==> config.mk <==
export PLATFORM = sky130hd
export DESIGN_NAME = gsr_front
export DESIGN_NICKNAME = d
export VERILOG_FILES = /design/src/sv/gsr_pkg.sv /design/src/sv/gsr_front.sv
export SDC_FILE = /design/constraint.sdc
export NUM_CORES = 1
export LEC_CHECK = 0
export BUFFER_PORTS_ARGS = -buffer_cell sky130_fd_sc_hd__buf_2
export CORE_ASPECT_RATIO = 0.7
export CORE_MARGIN = 5
export CORE_UTILIZATION = 29
export CTS_CLUSTER_SIZE = 20
export DETAILED_ROUTE_END_ITERATION = 10
export SYNTH_ARGS = -nofsm -noshare
export SYNTH_HDL_FRONTEND = slang
export SYNTH_SLANG_ARGS = --single-unit
==> constraint.sdc <==
create_clock -name clk -period 4.45 [get_ports clk]
set_input_delay 1.335 -clock clk [delete_from_list [all_inputs] [get_ports clk]]
set_output_delay 1.335 -clock clk [all_outputs]
set_load 0.02 [all_outputs]
==> src/sv/gsr_pkg.sv <==
// Package for the ground to slant range resampler.
// Holds the item kinds, the queue and result record types, the back end states and the register indexes.
// No dependencies.
`default_nettype none

package gsr_pkg;

  // Configuration register indexes
  localparam logic REG_IN_SAMPLES  = 1'b0;
  localparam logic REG_OUT_SAMPLES = 1'b1;

  // Depth of the queue between front and back
  localparam int Q_DEPTH = 2;

  // Reset value of the input line length
  localparam logic [13:0] IN_SAMPLES_RST = 14'd8192;

  // Item kinds after classification
  typedef enum logic [1:0] {
    K_LOAD,
    K_SAMPLE,
    K_SKIP
  } gsr_kind_e;

  // Classified item as held in the front queue
  typedef struct packed {
    gsr_kind_e          kind;
    logic [12:0]        index;
    logic [12:0]        position;
    logic [11:0]        fraction;
    logic signed [15:0] sample;
  } gsr_cmd_t;

  // Result write from the back end into the result buffer
  typedef struct packed {
    logic               wr;
    logic               fin;
    logic               over;
    logic               done;
    logic signed [15:0] pixel;
    logic [12:0]        index;
  } gsr_res_t;

  // Back end sequencer states
  typedef enum logic [1:0] {
    B_IDLE,
    B_START,
    B_SCAN,
    B_END
  } gsr_back_state_e;

endpackage : gsr_pkg

`default_nettype wire

==> src/sv/gsr_front.sv <==
// Front end: accepts items, classifies them and holds them in a short queue.
// Depends on gsr_pkg.
`default_nettype none

module gsr_front #(
  parameter int LINE_MAX = 8192
) (
  input  wire logic               clk,
  input  wire logic               rst,
  input  wire logic               push,
  output logic                    full,
  input  wire logic               cmd,
  input  wire logic [12:0]        entry_index,
  input  wire logic [12:0]        entry_position,
  input  wire logic [11:0]        entry_fraction,
  input  wire logic signed [15:0] sample,
  output logic                    q_valid,
  output gsr_pkg::gsr_cmd_t       q_item,
  input  wire logic               q_pop
);
  import gsr_pkg::*;

  gsr_cmd_t    slots [Q_DEPTH];
  gsr_cmd_t    item_in;
  logic        wr_ptr;
  logic        rd_ptr;
  logic [1:0]  count;
  logic        do_push;
  logic        do_pop;
  logic [31:0] idx32;

  // Classify the incoming item
  always_comb begin
    idx32            = 32'(entry_index);
    item_in.index    = entry_index;
    item_in.position = entry_position;
    item_in.fraction = entry_fraction;
    item_in.sample   = sample;
    if (cmd) begin
      item_in.kind = K_SAMPLE;
    end else if (idx32 < LINE_MAX) begin
      item_in.kind = K_LOAD;
    end else begin
      item_in.kind = K_SKIP;
    end
  end

  assign full    = (count == 2'(Q_DEPTH));
  assign q_valid = (count != 2'd0);
  assign q_item  = slots[rd_ptr];
  assign do_push = push && !full;
  assign do_pop  = q_pop && q_valid;

  // Queue storage
  always_ff @(posedge clk) begin
    if (do_push) begin
      slots[wr_ptr] <= item_in;
    end
  end

  // Queue pointers and fill level
  always_ff @(posedge clk) begin
    if (rst) begin
      wr_ptr <= 1'b0;
      rd_ptr <= 1'b0;
      count  <= 2'd0;
    end else begin
      if (do_push) begin
        wr_ptr <= ~wr_ptr;
      end
      if (do_pop) begin
        rd_ptr <= ~rd_ptr;
      end
      case ({do_push, do_pop})
        2'b10:   count <= count + 2'd1;
        2'b01:   count <= count - 2'd1;
        default: count <= count;
      endcase
    end
  end

endmodule : gsr_front

`default_nettype wire

Yosys cells after proc, flatten, opt, wreduce, memory -nomap -nowiden
Memory sizes are Yosys's and may differ from the RTL's. A register that Yosys moved wholly into a read port is not among the register bits.
Cells that the tools add are included.
{"block": "classes", "add_sub_neg": 2, "n_bitwise": 2, "eq_ne": 3, "n_reduce_logical": 5, "mux": 6}
{"operator": "1-bit two-way mux", "n": 5}
{"operator": "2-bit == test, second input constant", "n": 2}
{"operator": "2-bit one-hot mux with 2 select lines", "n": 1}
{"operator": "2-bit nonzero test", "n": 2}
{"operator": "2-bit by 1-bit adder with 2-bit output, second input constant", "n": 1}
{"operator": "2-bit by 1-bit == test with 1-bit output, second input constant", "n": 1}
{"operator": "1-bit logical AND", "n": 2}
{"operator": "1-bit NOT", "n": 2}
{"operator": "2-bit by 1-bit subtractor with 2-bit output, second input constant", "n": 1}
{"operator": "1-bit zero test", "n": 1}
{"block": "word_totals", "register_bits": 4, "ramBits": 110, "word_cells": 22, "inputBits": 59, "out_inout_bits": 58, "mem_count": 1}
{"memory": "slots", "words": 2, "width": 55, "rd": 1, "rd_ports_with_merged_regs": 1, "write_ports": 1, "line": "gsr_front.sv:23", "source": "gsr_cmd_t slots [Q_DEPTH];"}

Logic depth before layout (Yosys ltp)
Gate-level depths: netlist of run 1.
{"block": "logic_depth", "ltp_word": 5, "ltp_mapped": 6, "ltp_nobuf": 6}

Worst setup path after synthesis of run 1
Ideal clock, no wire load.
{"block": "synth_path", "path_kind": "input -> register", "startpoint": "input port push", "endpoint": "memory slots[0][0] (netlist name) (enable)", "path_stages": 3, "setup_ns": 0.409, "arrival_ns": 2.807, "path_slack_ns": 1.234, "path_cell_list": "inv_1 -> or3_1 -> inv_1"}
{"block": "synth_via", "elab_chain_cells": 3}
{"element": "from (decl)", "line": "gsr_front.sv:10", "source": "input wire logic push,"}
{"element": "1-bit logical AND", "line": "gsr_front.sv:51", "source": "assign do_push = push && !full;"}
{"element": "1-bit two-way mux", "line": "gsr_front.sv:56", "source": "if (do_push) begin"}
{"element": "1-bit two-way mux (implied by the code)", "line": "gsr_front.sv:57", "source": "slots[wr_ptr] <= item_in;"}
{"element": "to (decl)", "line": "gsr_front.sv:23"}
No other way between the ends.

==> results of run 1 <==
-- kinds of logic (layout without fill, tap and decap cells) --
family	count (synthesis)	count (layout)	share of synthesized area [%]
multiplexers	55	55	14.8
XOR/XNOR	3	3	0.627
flip-flops	115	115	81.2
AO/OA/AOI/OAI	5	5	0.657
buffers and inverters	10	152	1.16
other	1	1	0.0895
adder cells (fa/ha/maj)	1	1	0.299
AND/OR/NAND/NOR	9	9	1.16
-- state kept, by name (all words and copies together), names as in the netlist, named ones only --
register,count
slots,110
wr_ptr,1
rd_ptr,1
count,2
-- cells in the mapped netlist (all sizes together) (2+ instances only) --
| cell | n | share of area [%] |
|---|---|---|
| a21oi | 2 | 0.24 |
| buf | 7 | 0.90 |
| dfxtp | 5 | 2.4 |
| edfxtp | 110 | 79 |
| inv | 3 | 0.27 |
| mux2 | 55 | 15 |
| nor2 | 3 | 0.27 |
| o21ai | 2 | 0.24 |
| or3 | 2 | 0.30 |
| xnor2 | 2 | 0.42 |
-- metrics by stage --
step	cells	area [sq um]
global placement	501	5010
floorplan	199	4190
CTS	531	5560
finish	531	5560
detailed placement	501	5010
global route	531	5560
-- layer usage --
metal / routed length, um / up-vias / share of wire [%]
met4: 131 / 0 / 1.6
met5: 0 / - / 0
met2: 3880 / 78 / 48
li1: - / 1042 / -
met3: 592 / 14 / 7.3
met1: 3560 / 1111 / 44
-- layout make-up --
cell class / instances / area [sq um]
multi-input combinational: 74 / 739
fill: 1317 / 8500
timing repair buffer: 119 / 618
clock inverter: 13 / 120
inverter: 3 / 11.3
tap: 190 / 238
sequential: 115 / 3400
clock buffer: 17 / 425
-- final timing paths --
path              startpoint      endpoint  slack [ps]  cells after the start
setup / recovery   flip-flop    q_item[19]        1000                      3
hold / removal        wr_ptr        wr_ptr         490                      2
setup reg to reg    count[0]  slots[1][54]        2420                      3
hold reg to reg       wr_ptr        wr_ptr         490                      2
-- worst max-delay path, delay by kind of cell, from the launching register on --
family	cells	cell delay (ps)
flip-flops	1	770
buffers and inverters	2	540
multiplexers	1	370
-- report_power, final --
group | switching (uW) | total [uW] | internal (uW)
Combinational | 525 | 899 | 374
Sequential | 76.8 | 1450 | 1370
Clock | 441 | 1240 | 803
==> impl_metrics.py, run 1 <==
metrics = {
    "outcome": {
        "status": "complete, no violations",
    },
    "global_routing": {
        "grtUsageMet2_pct": 15.4,
        "met3_usage_pct": 4.85,
        "top_usage_layer": "met2",
        "antenna_found_initial": 0,
        "grt_util_met1_pct": 11.9,
        "grt_pass1_wl_um": 12900,
        "grt_pass1_vias": 2489,
        "grt-ovfl-total": 0,
        "grtUsageTotal_pct": 9.96,
        "grt_max_degree": 36,
    },
    "clock_network": {
        "htreeDepth": 4,
        "cts_hold_buffers": 0,
        "numCtsBuffers": 17,
        "cts.path.max_buffers": 2,
        "tritoncts": "yes",
        "clk_pin_slew_worst_paths_ps": 50,
        "cts_resized": 0,
        "cts_setup_buffers": 0,
        "clock_latency_ps": 400,
        "clkSinkCount": 115,
        "cts_root_buf": "clkbuf_16",
    },
    "critical_path": {
        "slowest_stage": "dfxtp_2",
        "path_class": "reg2out",
        "max_stage_delay_ps": 770,
        "arrival_ps": 2120,
        "cp_max_fo": 28,
        "required_ps": 3120,
        "crit_chain": "buf_4, mux2_2, buf_2",
        "critPathLaunchType": "flip-flop",
        "cp-end-kind": "primary output",
    },
    "timing": {
        "maxSlewHeadroom_pct": 53.8,
        "worst-slew-pin-transition_ps": 693,
        "skew_ps": 4.89,
        "period_share_pct": 77.6,
        "setup_viol": 0,
        "period_needed_ps": 3450,
        "max_freq_ghz": 0.290,
        "slew_viol_final": 0,
        "rsz0062_at_grt": "false",
        "whs_ps": 489,
        "worst_slack_ps": 999,
        "setup_tns_ps": 0,
        "hold_viol": 0,
    },
    "drt": {
        "wl_um": 8160,
        "postRouteAntennaNets": 0,
        "wire_per_inst_um": 15.4,
        "vias": 2245,
        "dr.pass1.iters": 3,
        "drc": 0,
        "drtIter0Drc": 74,
        "vias_per_cell": 4.23,
    },
    "placement": {
        "gp_congestion": 0.663,
        "hpwlAfterDp_um": 5510,
        "port-buffer-count": 115,
        "pre_cts_slack_ps": 1350,
    },
    "synth": {
        "ys_warn_count": 0,
        "yosysSeqAreaShare_pct": 81.2,
        "synth_cell_types": 20,
        "synthesis.nets": 259,
        "synth_flop_cell": "edfxtp_1",
        "synth_cells": 199,
        "ys_async_sr_fraction_pct": 0,
        "syn_avg_cell_area_sq_um": 21.1,
        "ys_ff_latch": 115,
        "synth_edf_count": 110,
        "syn_area_sq_um": 4190,
    },
    "die": {
        "start_util_pct": 29.8,
        "row_count": 36,
        "die_h_um": 111,
        "ios": 117,
        "core_area_sq_um": 14100,
        "die-area_sq_um": 17000,
        "fp.dieW_um": 154,
    },
    "finish": {
        "syn_to_final_growth_pct": 32.6,
        "mostFrequentLayoutCell": "buf_2",
        "layout_common_cells": "buf_2 (115), edfxtp_1 (110), mux2_2 (55)",
        "finalNetCount": 390,
        "diodes": 0,
        "drive_above_1_share_pct": 60.7,
        "fin_util_pct": 39.5,
    },
    "hold_path": {
        "hold_class": "reg2reg",
    },
    "power_and_ir_drop": {
        "leakagePower_uw": 0.00208,
        "cellPowerDensity_nw_per_um2": 646,
        "total_power_uw": 3590,
        "peakVddDrop_uv": 281,
    },
    "job": {
        "max-cap-violations": 0,
    },
}
Note: power is estimated with default switching activity, not from simulation.
==> inputs of run 2 (changes only) <==
Clock period 4.45 ns to 3.1 ns, I/O delays scaled along.
==> run 2 against run 1 <==
Critical path depth unchanged. Sequential power up 41%. Worst hold slack worse by 3.7 ps. Clock power up 61%. Count of clock-buffer cells in the layout up 11. Final cell count up 0.94%. Register-to-register slack worse by 1100 ps. Critical path type unchanged.
==> impl_metrics.py, run 2 (synthesis gave the netlist of run 1 again) <==
metrics = {
    "placement": {
        "port-buffer-count": 115,
        "placedInstanceArea_sq_um": 5080,
        "gp_congestion": 0.686,
        "placed_cells": 504,
        "hpwlAfterDp_um": 5310,
    },
    "timing": {
        "setup_tns_ps": 0,
        "max_freq_ghz": 0.371,
        "worst-slew-pin-transition_ps": 634,
        "setup_viol": 0,
        "slew_viol_final": 0,
        "whs_ps": 485,
        "maxSlewHeadroom_pct": 57.8,
        "skew_ps": 6.27,
        "rsz0062_at_grt": "false",
        "period_share_pct": 86.9,
        "hold_viol": 0,
        "period_needed_ps": 2690,
    },
    "power_and_ir_drop": {
        "cellPowerDensity_nw_per_um2": 949,
        "peakVddDrop_uv": 438,
        "leakagePower_uw": 0.00215,
    },
    "global_routing": {
        "grt-ovfl-total": 0,
        "grt_pass1_vias": 2444,
        "grt_pass1_wl_um": 12600,
        "grt_max_degree": 33,
        "antenna_found_initial": 0,
        "grtUsageTotal_pct": 9.75,
    },
    "die": {
        "row_count": 36,
        "start_util_pct": 29.8,
        "die-area_sq_um": 17000,
        "core_area_sq_um": 14100,
        "die_h_um": 111,
        "fp.dieW_um": 154,
        "ios": 117,
    },
    "finish": {
        "seqCellArea_sq_um": 3400,
        "fill_cells": 1298,
        "largest_register_ffs": 110,
        "syn_to_final_growth_pct": 36.2,
        "largest-register": "slots",
        "multi_input_area_sq_um": 739,
        "largestRegisters": "slots: 110 flops, count: 2 flops",
        "diodes": 0,
        "stdcell_count": 536,
        "final_cell_area_sq_um": 5710,
        "mostFrequentLayoutCell": "buf_2",
        "finalNetCount": 393,
        "layout_common_cells": "buf_2 (115), edfxtp_1 (110), mux2_2 (55)",
        "drive_above_1_share_pct": 60.7,
    },
    "critical_path": {
        "reg2reg_from": "count[0]",
        "cp_max_fo": 23,
        "crit_chain": "buf_12, mux2_2, buf_2",
        "slowest_stage": "dfxtp_2",
        "worstRegToRegCells": 3,
        "reg2reg_slack_ps": 1320,
        "critPathLaunchType": "flip-flop",
        "worstReg2RegEnd": "slots[1][11]",
        "path_class": "reg2out",
        "arrival_ps": 1760,
        "required_ps": 2170,
        "max_stage_delay_ps": 590,
        "cp-end-kind": "primary output",
    },
    "drt": {
        "drtIter0Drc": 55,
        "wire_per_inst_um": 14.9,
        "wl_um": 7960,
        "vias": 2199,
        "dr.pass1.iters": 4,
        "vias_per_cell": 4.10,
        "postRouteAntennaNets": 0,
        "drc": 0,
    },
    "clock_network": {
        "numCtsBuffers": 17,
        "tritoncts": "yes",
        "cts.path.max_buffers": 2,
        "htreeDepth": 4,
        "cts_hold_buffers": 0,
        "clkSinkCount": 115,
        "cts_setup_buffers": 0,
        "cts_resized": 0,
        "clk_pin_slew_worst_paths_ps": 50,
        "cts_root_buf": "clkbuf_16",
        "clock_latency_ps": 400,
    },
    "hold_path": {
        "holdPathEnd": "wr_ptr",
        "min_from": "wr_ptr",
        "hold_class": "reg2reg",
        "hold_depth": 2,
    },
    "outcome": {
        "status": "complete, no violations",
    },
    "job": {
        "max-cap-violations": 0,
    },
}
## run 2: changes by cell type in the layout (fill, tap and decap cells not counted), sizes merged
cell / previous run / this run
clkbuf: 17 / 28
clkinv: 9 / 1
buf: 119 / 122
clkinvlp: 2 / 0
bufinv: 2 / 3
## run 2: final cells by class
cell class	count	area share (%)
sequential	115	59.7
multi-input combinational	74	13.0
timing repair buffer	122	12.1
clock buffer	28	9.23
tap	190	4.17
clock inverter	4	1.67
inverter	3	0.197
## run 2: per-stage QoR
stage	setup WS, ps	power, uW	utilization (%)
after floorplan	289	2980	-
after global routing	317	5680	40.6
after global placement	806	3460	36.2
after detailed placement	799	3480	36.2
final	406	5410	40.6
after CTS	347	5510	40.6
## run 2: report_power, final
group / total (uW) / internal, uW / switching [uW]
Sequential: 2050 / 1970 / 87.8
Clock: 2000 / 1390 / 607
Combinational: 1360 / 584 / 777
## run 2: worst max-delay path by stage
| stage | end | slack (ps) | cells after the start |
|---|---|---|---|
| floorplan | slots[0][0] | 290 | 3 |
| global placement | q_item[15] | 810 | 3 |
| detailed placement | q_item[15] | 800 | 3 |
| CTS | q_item[15] | 350 | 3 |
| global route | q_item[15] | 320 | 3 |
| finish | q_item[15] | 410 | 3 |
## run 2: worst max-delay path, delay by kind of cell, from the launching register on
kind,cells,cell delay (ps)
buf+inv,2,410
flops,1,590
mux,1,370
## run 2: routing by layer
metal  wire length, um  GRT usage [%]  vias up
met3               574           4.61       10
met2              3860           15.2       76
li1                  -              -     1051
met1              3400           11.3     1062
met4               123           4.94        0
met5                 0              0        -
