[src/sv/gsr_pkg.sv]
// Package for the ground to slant range resampler.
// Holds the item kinds, the queue and result record types, the back end states and the register indexes.
// No dependencies.
`default_nettype none

package gsr_pkg;

  // Configuration register indexes
  localparam logic REG_IN_SAMPLES  = 1'b0;
  localparam logic REG_OUT_SAMPLES = 1'b1;

  // Depth of the queue between front and back
  localparam int Q_DEPTH = 2;

  // Reset value of the input line length
  localparam logic [13:0] IN_SAMPLES_RST = 14'd8192;

  // Item kinds after classification
  typedef enum logic [1:0] {
    K_LOAD,
    K_SAMPLE,
    K_SKIP
  } gsr_kind_e;

  // Classified item as held in the front queue
  typedef struct packed {
    gsr_kind_e          kind;
    logic [12:0]        index;
    logic [12:0]        position;
    logic [11:0]        fraction;
    logic signed [15:0] sample;
  } gsr_cmd_t;

  // Result write from the back end into the result buffer
  typedef struct packed {
    logic               wr;
    logic               fin;
    logic               over;
    logic               done;
    logic signed [15:0] pixel;
    logic [12:0]        index;
  } gsr_res_t;

  // Back end sequencer states
  typedef enum logic [1:0] {
    B_IDLE,
    B_START,
    B_SCAN,
    B_END
  } gsr_back_state_e;

endpackage : gsr_pkg

`default_nettype wire

[src/sv/gsr_resq.sv]
// Result buffer: collects the pixels of one sample, then hands them out in order
// with the per-sample flags. Depends on gsr_pkg; fed by gsr_back.
`default_nettype none

module gsr_resq #(
  parameter int MAX_OUT = 16
) (
  input  wire logic               clk,
  input  wire logic               rst,
  input  wire gsr_pkg::gsr_res_t  res,
  output logic                    busy,
  output logic                    empty,
  input  wire logic               pop,
  output logic signed [15:0]      pixel,
  output logic [12:0]             pixel_index,
  output logic                    last,
  output logic                    line_done,
  output logic                    overflow
);
  import gsr_pkg::*;

  localparam int BW = (MAX_OUT > 1) ? $clog2(MAX_OUT) : 1;
  localparam int CW = $clog2(MAX_OUT + 1);

  logic [28:0]   buf_mem [MAX_OUT];
  logic [28:0]   rdata;
  logic [CW-1:0] wr_cnt;
  logic [CW-1:0] tot;
  logic [CW-1:0] out_idx;
  logic [CW-1:0] out_idx_inc;
  logic [BW-1:0] rd_addr;
  logic          o_valid;
  logic          o_over;
  logic          o_done;
  logic          adv;
  logic          more;
  logic          start;
  logic          load_rd;

  always_comb begin
    out_idx_inc = out_idx + CW'(1);
    adv         = pop && o_valid;
    more        = (out_idx_inc < tot);
    start       = res.fin && (wr_cnt != '0);
    load_rd     = start || (adv && more);
    rd_addr     = start ? '0 : out_idx_inc[BW-1:0];
  end

  // Buffer write and registered read
  always_ff @(posedge clk) begin
    if (res.wr) begin
      buf_mem[wr_cnt[BW-1:0]] <= {res.pixel, res.index};
    end
    if (load_rd) begin
      rdata <= buf_mem[rd_addr];
    end
  end

  // Fill count and drain control
  always_ff @(posedge clk) begin
    if (rst) begin
      wr_cnt  <= '0;
      tot     <= '0;
      out_idx <= '0;
      o_valid <= 1'b0;
      o_over  <= 1'b0;
      o_done  <= 1'b0;
    end else begin
      if (res.fin) begin
        wr_cnt <= '0;
      end else if (res.wr) begin
        wr_cnt <= wr_cnt + CW'(1);
      end
      if (start) begin
        o_valid <= 1'b1;
        out_idx <= '0;
        tot     <= wr_cnt;
        o_over  <= res.over;
        o_done  <= res.done;
      end else if (adv) begin
        if (more) begin
          out_idx <= out_idx_inc;
        end else begin
          o_valid <= 1'b0;
        end
      end
    end
  end

  assign busy        = o_valid;
  assign empty       = !o_valid;
  assign pixel       = rdata[28:13];
  assign pixel_index = rdata[12:0];
  assign last        = (out_idx_inc == tot);
  assign line_done   = last && o_done;
  assign overflow    = o_over;

endmodule : gsr_resq

`default_nettype wire

[config.mk]
export PLATFORM = sky130hd
export DESIGN_NAME = gsr_resq
export DESIGN_NICKNAME = d
export VERILOG_FILES = /design/src/sv/gsr_pkg.sv /design/src/sv/gsr_resq.sv
export SDC_FILE = /design/constraint.sdc
export NUM_CORES = 1
export LEC_CHECK = 0
export ABC_AREA = 1
export BUFFER_PORTS_ARGS = -buffer_cell sky130_fd_sc_hd__buf_2
export CAP_MARGIN = 30
export CORE_MARGIN = 3
export CORE_UTILIZATION = 45
export CTS_CLUSTER_SIZE = 40
export DETAILED_ROUTE_END_ITERATION = 8
export PLACE_DENSITY_LB_ADDON = 0.08
export SLEW_MARGIN = 25
export SYNTH_ARGS = -nofsm -noshare
export SYNTH_HDL_FRONTEND = slang
export SYNTH_SLANG_ARGS = --single-unit
[constraint.sdc]
create_clock -name clk -period 7.8 [get_ports clk]
set_input_delay 0.78 -clock clk [delete_from_list [all_inputs] [get_ports clk]]
set_output_delay 0.78 -clock clk [all_outputs]
set_load 0.02 [all_outputs]
Yosys cells after proc, flatten, opt, wreduce, memory -nomap -nowiden. Memories as Yosys holds them, arrays and structs flattened. A register that Yosys moved wholly into a read port is not among the register bits. Cells that the tools add are included.

Memories: 1. RAM bits: 464. Flip-flop bits (word level): 18. Output and inout bits: 34. Input port bits: 36. Word-level logic and storage cells: 30.

Memories: buf_mem (depth 16, bits a word 29, read ports 1, clocked after memory_dff 1, wr ports 1, line gsr_resq.sv:25) `logic [28:0] buf_mem [MAX_OUT];`.

Muxes and demuxes: 6. Order comparisons: 1. Reduce and logical (&&, ||, !) cells: 12. Equal/unequal tests: 2. Add/sub/neg operators: 2.

Operators by type and width (count): 5-bit by 1-bit adder with 5-bit output (second input constant) (2); 5-bit equality test (1); 5-bit less-than comparator (1); 1-bit two-way mux (5); 5-bit nonzero test (1); 1-bit logical AND (4); 4-bit two-way mux (1); 2-bit AND reduction (2); 2-bit OR reduction (2); 2-bit by 1-bit != test with 1-bit output (second input constant) (1); 2-bit nonzero test (1); 1-bit logical NOT (1); 1-bit logical OR (1).

Logic depth before layout (Yosys ltp). Gate-level depths: netlist of run 1.

Depth after elaboration: 5. Gate-level depth with buffers: 14. Mapped depth without buffers: 13.

Worst setup path after synthesis of run 1. No wires, ideal clock.

Kind: input-to-reg. Start point: in res[32] in the netlist's numbering. End point: mem buf_mem[15][0] (enable). Buffers on the path: 1. Arrival: 2.478 ns. Cell stages on the path: 3. Library setup time: 0.418 ns. Required time: 7.382 ns. Path slack: 4.904 ns. Cell sequence: clkbuf_1 -> nand2_1 -> nor2_1.

Word-level cells in the longest chain between the ends: 2.

Ends and longest elaborated chain: start: declaration (line gsr_resq.sv:10) `input wire gsr_pkg::gsr_res_t res,`; 1-bit two-way mux (line gsr_resq.sv:51) `if (res.wr) begin`; 1-bit two-way mux (not written as such) (line gsr_resq.sv:52) `buf_mem[wr_cnt[BW-1:0]] <= {res.pixel, res.index};`; end: declaration (line gsr_resq.sv:25).

No other way between the ends.

Final worst setup path of run 1.
Start point: reg wr_cnt[1]. End point: reg rdata[5] (read register of buf_mem) (data pin).

Word-level cells in the longest chain between the ends: 3. Elaborated cells on any way between the ends: 4. Those cells by class: 1 x mux; 3 x reduce/logical.

Ends and longest elaborated chain: start: declaration (line gsr_resq.sv:27) `logic [CW-1:0] wr_cnt;`; start signal: assignment (line gsr_resq.sv:72) `wr_cnt <= wr_cnt + CW'(1);`; 5-bit nonzero test * (line gsr_resq.sv:44) `start = res.fin && (wr_cnt != '0);`; 1-bit logical AND * (line gsr_resq.sv:44); 4-bit two-way mux or 1-bit logical OR (tied branches) (line gsr_resq.sv:46, gsr_resq.sv:45); end: declaration (line gsr_resq.sv:26) `logic [28:0] rdata;`.

Every way passes the cells marked *; elsewhere a longest branch is shown, timed or not. A chain may end at the register's enable or synchronous reset.

==> metrics.yaml, run 1 <==
yosys:
  synthesis.area_sq_um: 21800
  syn_nets: 1855
  yosys.cell_types.count: 32
  ys.flop_type: "edfxtp_1"
  synthCells: 1809
  synth_seq_area_share_pct: 69.7
  yosys_warnings: 0
  postSynth.asyncResetShare_pct: 0
  ys_ff_latch: 511
  avgSynthCellArea_sq_um: 12.0
  synth_edf_count: 493
cells_and_area:
  fillers: 4117
  final_nets: 1888
  final_layout_size_suffix_gt1_share_pct: 14.8
  syn_to_final_growth_pct: 11.2
  final_core_util_pct: 51.3
  multi_input_area_sq_um: 5240
  seq_area_sq_um: 15200
placement:
  place_congestion: 0.746
  post-dp-hpwl_um: 25800
  io_buffers: 69
critical_path:
  worst-path-max-fanout: 85
  cp_top_family: "simple AND/OR/NAND/NOR gates"
  critPathKind: "register to register"
  crit_required_ps: 8130
  crit_top_cell: "nand3_1"
  path_cells: "inv_1, ha_1, inv_1, nor2_1, nand2_2, nand2_8, buf_4, nand2_4, buf_4, nand3_1, nand3_1, nand3_1, nand2_1"
  crit_path_end_kind: "register"
  r2r_cells: 13
  cpMaxStageDelayCell: "buf_4"
  critPathMaxStageDelay_ps: 850
  path_buf_inv: 4
  worst-path-stages: 13
  arrival_ps: 4530
  cp-start-kind: "register"
clock_tree:
  cts_setup_buffers: 0
  cts_resized: 0
  insertion_delay_ps: 600
  h-tree-depth: 2
  root_buffer: "clkbuf_16"
  cts_buffers: 54
  clock_sinks: 511
  hold_buffers: 0
  clock_path_buffers: 3
  clk_pin_slew_worst_paths_ps: 60
  cts_tree: "done"
timing:
  setup_viol: 0
  fin_worst_skew_ps: 14.5
  relSlewSlack_pct: 33.7
  min_period_ps: 4200
  max_freq_mhz: 238
  hold_viol: 0
  maxSlewViolCount: 0
  rsz0062_at_grt: "false"
  tns_ps: 0
  post-route-period-util_pct: 53.8
  worstMarginPinSlew_ps: 995
global_route:
  grt_pass1_vias: 13400
  antenna_found_initial: 2
  grt_max_degree: 88
  grtUsageTotal_pct: 22.3
  grt_pass1_wl_um: 85400
  gr-total-overflow: 0
min_path:
  hold_depth: 3
  hold_path_class: "primary input to register"
floorplanning:
  die_w_um: 226
  placementRows: 79
  ios: 70
  start_util_pct: 46.1
  dieArea_sq_um: 51000
  coreArea_sq_um: 47100
  dieHeight_um: 226
run:
  cap_violations: 0
power_and_ir_drop:
  seqPwrFrac_pct: 54.8
  powerDensity_nw_per_um2: 229
  p_switching_mw: 1.16
  p_int_mw: 4.39
  switching_share_pct: 20.9
  peakVddDrop_uv: 164
  comb_power_share_pct: 3.0
  leakage_nw: 9.01
  pwr-share-clk_pct: 42.2
detailed_routing:
  vias_per_cell: 5.50
  drt_iter0_drc: 1153
  drt-pass1-iter-count: 5
  vias: 13700
  wire_per_inst_um: 22.6
  drc_errors: 0
  wirelength_um: 56400
  antenna_left: 0
status:
  status: "finished clean"
## synth_stat cells, types with 3 or more instances
library cell | instances | area [sq um]
a21oi_1 | 9 | 45.0
buf_1 | 5 | 18.8
buf_2 | 63 | 315
buf_4 | 17 | 128
buf_6 | 4 | 45.0
clkbuf_1 | 33 | 124
dfxtp_1 | 18 | 360
edfxtp_1 | 493 | 14800
ha_1 | 10 | 125
inv_1 | 225 | 845
inv_2 | 5 | 18.8
nand2_1 | 195 | 732
nand2_2 | 3 | 18.8
nand2_4 | 3 | 33.8
nand3_1 | 380 | 1900
nand3b_1 | 59 | 443
nor2_1 | 91 | 342
nor3_1 | 3 | 15.0
o2111ai_1 | 87 | 762
o21ai_0 | 5 | 25.0
or2_2 | 87 | 544
## path summary, 6_finish.rpt
| kind | start | endpoint | slack (ps) |
|---|---|---|---|
| setup / recovery | wr_cnt[1] | rdata[5] | 3600 |
| hold / removal | res[30] | overflow | 440 |
| setup reg to reg | wr_cnt[1] | rdata[5] | 3600 |
| hold reg to reg | o_done | o_done | 470 |
## area by class of cell
| type | count | share of cell area [%] |
|---|---|---|
| timing repair buffer | 99 | 2.41 |
| antenna | 3 | 0.0310 |
| clock inverter | 22 | 0.486 |
| tap | 607 | 3.14 |
| sequential | 511 | 62.7 |
| multi-input combinational | 946 | 21.7 |
| clock buffer | 72 | 5.95 |
| inverter | 230 | 3.59 |
## through the flow
stage	power [mW]	area, sq um	cells	hold slack [ps]	setup WS [ps]
6_report	5.54	24200	2490	441	3600
5_1_grt	5.71	24200	2487	432	3250
4_1_cts	5.60	24200	2487	403	3600
3_5_place_dp	3.27	22600	2393	458	3600
3_3_place_gp	3.26	22600	2392	458	3580
2_1_floorplan	3.19	21800	1809	440	4900
## state kept, by name, summed over array words and instances (netlist names)
register / cells
wr_cnt: 5
tot: 5
busy: 1
rdata: 29
overflow: 1
out_idx: 5
buf_mem: 464
o_done: 1
## layout by cell type, fill, tap and decap left out, types with 3 or more instances in the layout
| cell | netlist | layout |
|---|---|---|
| a21oi_1 | 9 | 9 |
| buf_2 | 63 | 69 |
| buf_4 | 17 | 29 |
| clkbuf_1 | 33 | 17 |
| clkbuf_16 | 0 | 55 |
| clkinv_1 | 0 | 17 |
| clkinv_2 | 0 | 3 |
| dfxtp_1 | 18 | 17 |
| diode_2 | 0 | 3 |
| edfxtp_1 | 493 | 493 |
| ha_1 | 10 | 9 |
| inv_1 | 225 | 225 |
| inv_2 | 5 | 4 |
| nand2_1 | 195 | 194 |
| nand2_2 | 3 | 4 |
| nand3_1 | 380 | 380 |
| nand3b_1 | 59 | 59 |
| nor2_1 | 91 | 75 |
| nor2_4 | 0 | 16 |
| nor3_1 | 3 | 3 |
| o2111ai_1 | 87 | 87 |
| o21ai_0 | 5 | 5 |
| or2_2 | 87 | 87 |
## worst reg2reg max path, cell delays in order (launching register included)
cell and delay (ps):
dfxtp_1 360, inv_1 140, ha_1 190, inv_1 50
nor2_1 100, nand2_2 100, nand2_8 400, buf_4 910
nand2_4 630, buf_4 570, nand3_1 180, nand3_1 90
nand3_1 140, nand2_1 70
## cells by family after synthesis
group / synth area share, %
fa+ha+maj: 0.575
compound gates: 4.07
xor+xnor: 0.155
buf+inv: 6.87
flops: 69.7
simple gates: 18.6
## power by group through the flow
stage	Sequential [mW]	Clock (mW)	Combinational [mW]
after floorplan	3.10	0	0.0884
after global placement	3.09	0	0.169
after detailed placement	3.09	0	0.171
after CTS	3.04	2.39	0.172
after global routing	3.04	2.48	0.191
final	3.04	2.34	0.169
## per-layer routing
layer,GRT usage [%],routed length [um]
met2,37.9,27600
met5,0,0
met3,3.86,3050
met1,30.1,24400
met4,5.60,1340
Note: power is estimated with default switching activity, not from simulation.
==> run 2: changes to the inputs <==
clock period = 4.25 ns   (was 7.8 ns; I/O delays follow)
==> run 2 against run 1 <==
  * Clock skew is 3.1 ps higher
  * Total power up 87%
  * Cell area grew 1.5%
  * Non-clock buffer count is 13 higher
  * Critical path depth is 1 lower
  * Wire length is 1.0% higher
  * Maximum frequency up 17%
  * Count of clock-buffer cells in the layout is 6 higher
  * Combinational power grew 91%
  * Critical path type unchanged
==> metrics.yaml, run 2 (same netlist as run 1, synthesis figures left out) <==
status:
  status: "finished clean"
floorplanning:
  start_util_pct: 46.1  # unchanged
  dieArea_sq_um: 51000  # unchanged
  coreArea_sq_um: 47100  # unchanged
  dieHeight_um: 226  # unchanged
  placementRows: 79  # unchanged
  ios: 70  # unchanged
  die_w_um: 226  # unchanged
min_path:
  hold_path_class: "primary input to register"
  holdPathEnd: "overflow"
  hold_depth: 3  # unchanged
  min_from: "res[30]"
clock_tree:
  cts_tree: "done"
  clk_pin_slew_worst_paths_ps: 60  # about the same
  clock_path_buffers: 3  # unchanged
  cts_buffers: 55  # +1.9%
  cts_resized: 0  # unchanged
  h-tree-depth: 2  # unchanged
  root_buffer: "clkbuf_16"
  insertion_delay_ps: 610  # about the same
  cts_setup_buffers: 0  # unchanged
  hold_buffers: 0  # unchanged
  clock_sinks: 511  # unchanged
critical_path:
  r2r_cells: 12  # -1
  crit_required_ps: 4510  # -3620 ps
  cp-start-kind: "register"
  arrival_ps: 3850  # -680 ps
  cpMaxStageDelayCell: "buf_4"
  rr_startpoint: "out_idx[0]"
  critPathMaxStageDelay_ps: 520  # -330 ps
  r2r-end: "rdata[0]"
  path_cells: "buf_4, nand3_1, xnor2_2, ha_1, nand2_1, nor3_1, nand2_1, nand3b_1, nor2_1, inv_1, nand2_2, buf_4"
  reg2reg_slack_ps: 660  # -2940 ps
  critPathKind: "register to register"
  crit_path_end_kind: "register"
  worst-path-max-fanout: 42  # -51%
power_and_ir_drop:
  leakage_nw: 9.18  # +1.9%
  comb_power_share_pct: 3.1  # about the same
  peakVddDrop_uv: 313  # +91%
  powerDensity_nw_per_um2: 421  # +84%
  seqPwrFrac_pct: 53.9  # -0.9 points
  p_switching_mw: 2.17  # +88%
  pwr-share-clk_pct: 43.0  # +0.8 points
  p_int_mw: 8.17  # +86%
  switching_share_pct: 21.0  # +0.16 points
timing:
  fin_worst_skew_ps: 17.6  # +3.10 ps
  relSlewSlack_pct: 36.1  # +2.5 points
  post-route-period-util_pct: 84.5  # +31 points
  tns_ps: 0  # unchanged
  setup_viol: 0  # unchanged
  rsz0062_at_grt: "false"
  worstMarginPinSlew_ps: 956  # -39.5 ps
  maxSlewViolCount: 0  # unchanged
  max_freq_mhz: 278  # +17%
  min_period_ps: 3590  # -605 ps
  hold_viol: 0  # unchanged
detailed_routing:
  drt_iter0_drc: 1070  # -7.2%
  wire_per_inst_um: 22.7  # +0.40%
  drc_errors: 0  # unchanged
  antenna_left: 0  # unchanged
  wirelength_um: 57000  # +1.0%
  drt-pass1-iter-count: 7  # +2
  vias: 13800  # +1.1%
  vias_per_cell: 5.53  # +0.50%
placement:
  place_congestion: 0.779  # +4.4%
  io_buffers: 69  # unchanged
  post_dp_cell_area_sq_um: 22900  # +1.0%
  post-dp-hpwl_um: 30000  # +16%
cells_and_area:
  largest_register_ffs: 464  # unchanged
  final_nets: 1902  # +0.74%
  syn_to_final_growth_pct: 12.9
  layout_common_cells: "edfxtp_1 (493), nand3_1 (380), inv_1 (225), nand2_1 (194)"
  final_layout_size_suffix_gt1_share_pct: 15.8  # +0.98 points
  mostFrequentLayoutCell: "edfxtp_1"
  finalInstanceArea_sq_um: 24600  # +1.5%
run:
  cap_violations: 0  # unchanged
global_route:
  grt_max_degree: 122  # +39%
  grt_pass1_wl_um: 85900  # +0.56%
  grt_pass1_vias: 13200  # -1.4%
  grtUsageTotal_pct: 22.5  # +0.16 points
  gr-total-overflow: 0  # unchanged
  antenna_found_initial: 3  # +1
-- run 2: cell count changes in the layout (fill, tap and decap cells not counted), sizes merged --
cell,before,now
buf,99,112
clkbuf,72,78
clkinv,20,17
diode,3,2
-- run 2: layout make-up --
class,count,area (sq um)
clock buffer,78,1520
tap,607,759
multi-input combinational,946,5240
fill,4051,22600
inverter,230,868
clock inverter,19,124
sequential,511,15200
antenna,2,5.00
timing repair buffer,112,871
-- run 2: worst max-delay path by stage --
stage           endpoint  cells after the start        from
2_1_floorplan   rdata[0]                     12  out_idx[0]
3_3_place_gp    rdata[7]                     12  out_idx[0]
3_5_place_dp    rdata[6]                     12  out_idx[0]
4_1_cts         rdata[0]                     12  out_idx[0]
5_1_grt        rdata[28]                     12  out_idx[0]
6_report        rdata[0]                     12  out_idx[0]
-- run 2: worst max-delay path: cells and delay by family (launching register included) --
| family | cells | cell delay (ps) |
|---|---|---|
| fa+ha+maj | 1 | 270 |
| xor+xnor | 1 | 260 |
| simple gates | 7 | 1210 |
| flops | 1 | 350 |
| buf+inv | 3 | 1130 |
-- run 2: metal layers --
| layer | share of wire (%) | track usage [%] | vias to the layer above | wire [um] |
|---|---|---|---|---|
| li1 | - | - | 6488 | - |
| met1 | 46 | 32.6 | 6892 | 26200 |
| met2 | 47 | 35.5 | 369 | 26600 |
| met3 | 5.2 | 3.17 | 91 | 2940 |
| met4 | 2.1 | 6.81 | 2 | 1210 |
| met5 | 0.016 | 0 | - | 9 |
-- run 2: power by group through the flow --
stage          clock network, mW  logic (mW)  registers (mW)
2_1_floorplan                  0       0.162            5.69
3_3_place_gp                   0       0.316            5.68
3_5_place_dp                   0       0.325            5.68
4_1_cts                     4.54       0.325            5.57
5_1_grt                     4.74       0.360            5.57
6_report                    4.45       0.323            5.57
-- run 2: stage by stage --
stage                     worst slack [ps]  total power [mW]  instances  hold slack (ps)  util [%]
final                                  659              10.3       2505             83.7      52.1
after global routing                   363              10.7       2504             89.6      52.1
after CTS                              624              10.4       2501             49.8      51.9
after detailed placement               650              6.00       2404              460      48.5
after global placement                 670              6.00       2399              451      48.2
after floorplan                       1480              5.85       1809              440         -
